==> src/rtl/bptc_pkg.sv <==
// Shared types and constants of the barometer compensation core.
package bptc_pkg;

   localparam int RAW_W      = 24;
   localparam int COEF_W     = 16;
   localparam int CSR_IDX_W  = 3;
   localparam int DT_W       = 25;
   localparam int ACC_W      = 40;
   localparam int DELTA_W    = 19;
   localparam int SQ_W       = 36;
   localparam int TEMP_W     = 19;
   localparam int PRESS_W    = 32;
   localparam int REQ_DATA_W = 48;
   localparam int RSP_DATA_W = 56;

   localparam logic signed [TEMP_W-1:0] TEMP_BASE   = 19'sd2000;
   localparam logic signed [19:0]       COLD_OFFSET = 20'sd3500;

   typedef enum logic [CSR_IDX_W-1:0] {
      CSR_SENS       = 3'd0,
      CSR_OFF        = 3'd1,
      CSR_SENS_TEMP  = 3'd2,
      CSR_OFF_TEMP   = 3'd3,
      CSR_REF_TEMP   = 3'd4,
      CSR_TEMP_SLOPE = 3'd5
   } csr_index_type;

   typedef struct packed {
      logic [COEF_W-1:0] c1;
      logic [COEF_W-1:0] c2;
      logic [COEF_W-1:0] c3;
      logic [COEF_W-1:0] c4;
      logic [COEF_W-1:0] c5;
      logic [COEF_W-1:0] c6;
   } coef_type;

   typedef struct packed {
      logic [RAW_W-1:0]         d1;
      logic signed [ACC_W-1:0]  off;
      logic signed [ACC_W-1:0]  sens;
      logic [SQ_W-1:0]          sq_warm;
      logic [SQ_W-1:0]          sq_cold;
      logic                     below_warm;
      logic                     below_cold;
      logic signed [TEMP_W-1:0] temp;
   } comp_type;

   typedef struct packed {
      logic [RAW_W-1:0]         d1;
      logic signed [ACC_W-1:0]  off;
      logic signed [ACC_W-1:0]  sens;
      logic signed [TEMP_W-1:0] temp;
   } corr_type;

endpackage

==> src/rtl/bptc_press_stage.sv <==
// Three-stage back end: split D1 x SENS product, recombination and final pressure.
module bptc_press_stage (
   input  logic                                  clock,
   input  logic                                  reset,
   input  logic                                  in_valid,
   output logic                                  in_ready,
   input  bptc_pkg::corr_type                    in_data,
   output logic                                  out_valid,
   input  logic                                  out_ready,
   output logic signed [bptc_pkg::PRESS_W-1:0]   pressure,
   output logic signed [bptc_pkg::TEMP_W-1:0]    temperature
);

   logic [2:0] valid_ff;
   logic [2:0] valid_in;
   logic [3:0] en;

   logic [43:0]        pp_lo_in, pp_lo_ff;
   logic signed [44:0] pp_hi_in, pp_hi_ff;
   logic signed [bptc_pkg::ACC_W-1:0]  off_s1_ff, off_s2_ff;
   logic signed [bptc_pkg::TEMP_W-1:0] temp_s1_ff, temp_s2_ff, temp_s3_ff;

   logic [63:0] prod_in, prod_ff;
   logic [43:0] diff;
   logic [bptc_pkg::PRESS_W-1:0] press_in, press_ff;

   always_comb begin
      en[3] = out_ready;
      for (int i = 2; i >= 0; i--) begin
         en[i] = !valid_ff[i] || en[i+1];
      end
   end

   assign in_ready = en[0];
   assign valid_in = {valid_ff[1:0], in_valid};

   always_ff @(posedge clock) begin
      if (reset) begin
         valid_ff <= '0;
      end else begin
         valid_ff <= (en[2:0] & valid_in) | (~en[2:0] & valid_ff);
      end
   end

   assign pp_lo_in = in_data.d1 * in_data.sens[19:0];
   assign pp_hi_in = $signed({1'b0, in_data.d1}) * $signed(in_data.sens[39:20]);

   always_ff @(posedge clock) begin
      if (en[0]) begin
         pp_lo_ff   <= pp_lo_in;
         pp_hi_ff   <= pp_hi_in;
         off_s1_ff  <= in_data.off;
         temp_s1_ff <= in_data.temp;
      end
   end

   assign prod_in = {pp_hi_ff[43:0], 20'd0} + {20'd0, pp_lo_ff};

   always_ff @(posedge clock) begin
      if (en[1]) begin
         prod_ff    <= prod_in;
         off_s2_ff  <= off_s1_ff;
         temp_s2_ff <= temp_s1_ff;
      end
   end

   assign diff     = {prod_ff[63], prod_ff[63:21]} - {{4{off_s2_ff[39]}}, off_s2_ff};
   assign press_in = {{3{diff[43]}}, diff[43:15]};

   always_ff @(posedge clock) begin
      if (en[2]) begin
         press_ff   <= press_in;
         temp_s3_ff <= temp_s2_ff;
      end
   end

   assign out_valid   = valid_ff[2];
   assign pressure    = $signed(press_ff);
   assign temperature = temp_s3_ff;

endmodule
==> config.mk <==
export PLATFORM = sky130hd
export DESIGN_NAME = bptc_press_stage
export DESIGN_NICKNAME = d
export VERILOG_FILES = /design/src/rtl/bptc_pkg.sv /design/src/rtl/bptc_press_stage.sv
export SDC_FILE = /design/constraint.sdc
export NUM_CORES = 2
export LEC_CHECK = 0
export BUFFER_PORTS_ARGS = -buffer_cell sky130_fd_sc_hd__buf_4
export CORE_MARGIN = 1.5
export CORE_UTILIZATION = 25
export DETAILED_ROUTE_END_ITERATION = 8
export HOLD_SLACK_MARGIN = 0.15
export SLEW_MARGIN = 20
export SYNTH_ARGS = -nofsm -noshare
export SYNTH_HDL_FRONTEND = slang
export SYNTH_SLANG_ARGS = --single-unit
==> constraint.sdc <==
create_clock -name clock -period 11.1 [get_ports clock]
set_input_delay 2.22 -clock clock [delete_from_list [all_inputs] [get_ports clock]]
set_output_delay 2.22 -clock clock [all_outputs]
set_load 0.01 [all_outputs]
* After elaboration in Yosys (flattened, before gate mapping)
Index checks and enable logic that the tools add are counted.
** Word-level totals
- Register bits :: 321
** Operators by class
- Add/subtract/negate cells :: 2
- Multiply operators :: 2
- Bitwise logic cells :: 4
- Reduce and logical (&&, ||, !) cells :: 6
** Operator list (number)
- adder 64 x 44 -> 64 bit :: 1
- multiplier 24 x 20 -> 44 bit :: 1
- multiplier 25 x 20 -> 44 bit :: 1
- subtractor 43 x 40 -> 44 bit :: 1
- AND 3 bit :: 2
- logical NOT 1 bit :: 3
- logical OR 1 bit :: 3
- inverter 3 bit :: 1
- OR 3 bit :: 1

* Logic depth before layout (Yosys ltp)
- Depth in word-level cells :: 7
- Gate-level depth with buffers :: 26
- Gate-level depth less buffers :: 25

* Worst setup path after synthesis
OpenSTA, ideal clock, no wires.
- Path type :: in2reg
- Start point :: input port in_data[30] in the netlist's numbering
- End point :: register pp_lo_ff[38], data pin
- Library setup time :: 265 ps
- Data arrival time :: 8472 ps
- Required time :: 10835 ps
- Path slack :: 2363 ps
- Cell stages on the path :: 24
- Buffers on the path :: 1
- Path through :: clkbuf_1 > nand2_1 > fa_1 > inv_1 > fa_1 > inv_1 > fa_1 > inv_1 > fa_1 > fa_1 > fa_1 > inv_1 > fa_1 > inv_1 > ha_1 > and4_1 > and4_1 > and3_1 > a41o_1 > o31ai_4 > o211ai_1 > a221o_1 > nor4b_1 > or3_1
** Between the ends
- Cells in the longest elaborated chain, start to end :: 1
** RTL lines
- start: declaration :: line bptc_press_stage.sv:7 : input bptc_pkg::corr_type in_data,
- multiplier 24 x 20 -> 44 bit :: line bptc_press_stage.sv:45 : assign pp_lo_in = in_data.d1 * in_data.sens[19:0];
- via pp_lo_in[38] :: line bptc_press_stage.sv:18 : logic [43:0] pp_lo_in, pp_lo_ff;
- end signal: assignment :: line bptc_press_stage.sv:50 : pp_lo_ff <= pp_lo_in;
- end: declaration :: line bptc_press_stage.sv:18
The timed path passes the listed nets, and every way through them passes these cells.
A chain may end at the register's enable or synchronous reset.

* Worst setup path after layout
- Start point :: input port in_data[108] in the netlist's numbering
- End point :: register pp_hi_ff[42], data pin
** Between the ends
- Cells in the longest elaborated chain, start to end :: 1
** RTL lines
- multiplier 25 x 20 -> 44 bit :: line bptc_press_stage.sv:46 : assign pp_hi_in = $signed({1'b0, in_data.d1}) * $signed(in_data.sens[39:20]);
- via pp_hi_in[42] :: line bptc_press_stage.sv:19 : logic signed [44:0] pp_hi_in, pp_hi_ff;
- end signal: assignment :: line bptc_press_stage.sv:51 : pp_hi_ff <= pp_hi_in;
- end: declaration :: line bptc_press_stage.sv:19
The timed path passes the listed nets, and every way through them passes these cells.

==> results.toml <==
[outcome]
outcome = "finished clean"

[global_routing]
grt_overflow = 0
busiest_layer = "met2"
met1_usage = 0.179
grt_antenna_before_repair = 7
grt_start_max_net_pins = 70
first_global_vias = 32400
met3_usage = 0.0186
grt_usage = 0.135
grt_pass1_wl_mm = 185
grtUsageMet2 = 0.231

[timing]
setup_tns_ns = 0
max_slew_margin = 0.275
fmax_ghz = 0.112
setup_viol = 0
tightest_slew_ns = 1.06
drv_slew = 0
skew_ns = 0.0270
post-route-min-period_ns = 8.92
fin_crit_sh = 0.803
rsz0062_at_grt = "false"
hold_viol_final = 0

[job]
maxCapViolCount = 0

[worst_setup_path]
path_buf_inv = 7
crit_type = "input port to flip-flop"
critPathSlowestCell = "fa_1"
critPathArrivalTime_ns = 9.21
cpMostUsedCell = "fa_1"
crit_family = "adder cells"
worstSetupStartpointType = "input port"
crit_path_max_fanout = 40
end_kind = "flip-flop"
cp.required_ns = 11.39
slowest_delay_ns = 0.52

[synthesis]
synth_cell_type_count = 68
netlist_instances = 4373
synth_ff_type = "edfxtp_1"
synth_edf_count = 277
syn_avg_cell_area_um2 = 9.90
ys_seq_area_frac = 0.194
async_flop_share = 0
synth_nets = 5677
synth_area_um2 = 43300
ys_ff_latch = 280
yosys_warnings = 0

[die]
die_x_um = 419
dieArea_um2 = 176000
dieHeight_um = 419
core.rowCount = 152
ioPinCount = 180
core_area_um2 = 172000
start_util = 0.252

[clocking]
clock_latency_ns = 0.56
cts_hold_buffers = 0
htree_levels = 2
cts_tree = "built"
clk_pin_slew_ns = 0.06
numCtsBuffers = 36
cts.sinks = 280
cts_buffer_depth = 3
cts-root-buf = "clkbuf_16"
post_cts_buffers = 0
cts.repair.resized = 0

[finish]
areaGrowthSynthToFinish_pct = 10.9
drive_gt1_frac = 0.0586
nFillCells = 18000
nets = 5698

[detailed_routing]
drt-vias-per-instance = 4.42
drt_first_pass_iters = 5
drc = 0
drtIter0Drc = 1719
wl_per_cell_um = 17.4
antenna_left = 0
wl_mm = 117
vias = 29800

[placed_design]
io_buffers = 179
hpwl_mm = 89.1
routabilityCongestion = 0.850

[min_path]
hold_class = "flip-flop to flip-flop"
-- logic make-up (layout without fill, tap and decap cells) --
logic type	after synthesis	count (layout)	share of synthesized area
AOI/OAI and AO/OA	405	405	0.0608
xor gates and xnor gates	137	137	0.0277
adders and majority gates	1177	1177	0.477
buffers and inverters	1131	1179	0.0984
DFF	280	280	0.194
muxes	1	1	0.000231
other	0	1	0
and+or+nand+nor	1242	1242	0.143
-- layout by cell type, fill, tap and decap left out, types with 4 or more instances in the layout --
master     count
o21bai_1      16
o31ai_1        9
nor2b_1       12
xnor2_1       96
a2111oi_0      4
nor3_1        20
nor4_1         5
o21a_1        15
or3_1          4
o21ai_0       61
xor2_1        41
and3_1        19
nand2b_1      22
ha_1         392
and2_1       460
clkbuf_1       4
bufinv_16      4
a21oi_1      139
a221oi_1       4
clkinv_1       4
inv_1        928
o211ai_1      11
o21ai_1        4
fa_1         785
a21o_1        71
clkbuf_16     36
nor2_1        66
and4_1         4
nand2_1      562
a31oi_1       14
nand4_1       25
a211oi_1      14
o311ai_0       4
buf_4        184
inv_6          6
edfxtp_1     277
nand3_1       28
-- synthesized netlist by cell type (5+ instances only) --
library cell,n,share of area
a211oi_1,14,0.0024
a21o_1,71,0.012
a21oi_1,139,0.016
a31oi_1,14,0.0020
and2_1,460,0.067
and3_1,19,0.0027
clkbuf_1,197,0.017
edfxtp_1,277,0.19
fa_1,785,0.36
ha_1,392,0.11
inv_1,930,0.081
nand2_1,563,0.049
nand2b_1,22,0.0032
nand3_1,28,0.0032
nand4_1,25,0.0036
nor2_1,66,0.0057
nor2b_1,12,0.0017
nor3_1,20,0.0023
nor4_1,5,0.00072
o211ai_1,11,0.0019
o21a_1,15,0.0026
o21ai_0,61,0.0071
o21bai_1,16,0.0028
o31ai_1,9,0.0016
xnor2_1,96,0.019
xor2_1,41,0.0083
-- metrics by stage --
| stage | instance area (µm²) | worst slack (ns) | hold slack [ns] | utilization | std cells |
|---|---|---|---|---|---|
| CTS | 48000 | 2.29 | 0.408 | 0.279 | 6731 |
| detailed placement | 46800 | 1.68 | 0.405 | 0.272 | 6666 |
| floorplan | 43300 | 2.36 | 0.400 | - | 4373 |
| global route | 48000 | 1.91 | 0.418 | 0.280 | 6732 |
| finish | 48000 | 2.18 | 0.406 | 0.280 | 6732 |
| global placement | 46800 | 1.75 | 0.401 | 0.272 | 6666 |
-- worst paths after layout --
path,from,to,slack [ns],cells past startpoint
min,off_s1_ff[23],off_s2_ff[23],0.41,0
max,in_data[108],pp_hi_ff[42],2.18,25
min reg2reg,off_s1_ff[23],off_s2_ff[23],0.41,0
max reg2reg,pp_lo_ff[21],prod_ff[54],7.40,11
-- area by class of cell --
cell class / instances / area [µm²] / share of cell area
antenna: 1 / 2.50 / 0.0000521
clock buffer: 40 / 916 / 0.0191
clock inverter: 25 / 297 / 0.00618
inverter: 930 / 3490 / 0.0728
multi-input combinational: 2962 / 30600 / 0.638
sequential: 280 / 8380 / 0.175
tap: 2310 / 2890 / 0.0602
timing repair buffer: 184 / 1380 / 0.0288
-- per-layer routing --
| layer | vias up | share of wire |
|---|---|---|
| met1 | 15300 | 0.45 |
| li1 | 13500 | - |
| met4 | 4 | 0.023 |
| met3 | 166 | 0.060 |
| met5 | - | 0.00029 |
| met2 | 883 | 0.47 |
-- flip-flops by register name, summed over array words and instances (netlist names), named ones only --
name and flops:
off_s1_ff 40, off_s2_ff 40, pp_hi_ff 44, pp_lo_ff 24
pressure 29, prod_ff 43, temp_s1_ff 19, temp_s2_ff 19
temperature 19
Power is left out: the tool's default activity adds up to more than one toggle a clock period on the data nets, which glitch-free logic cannot reach.
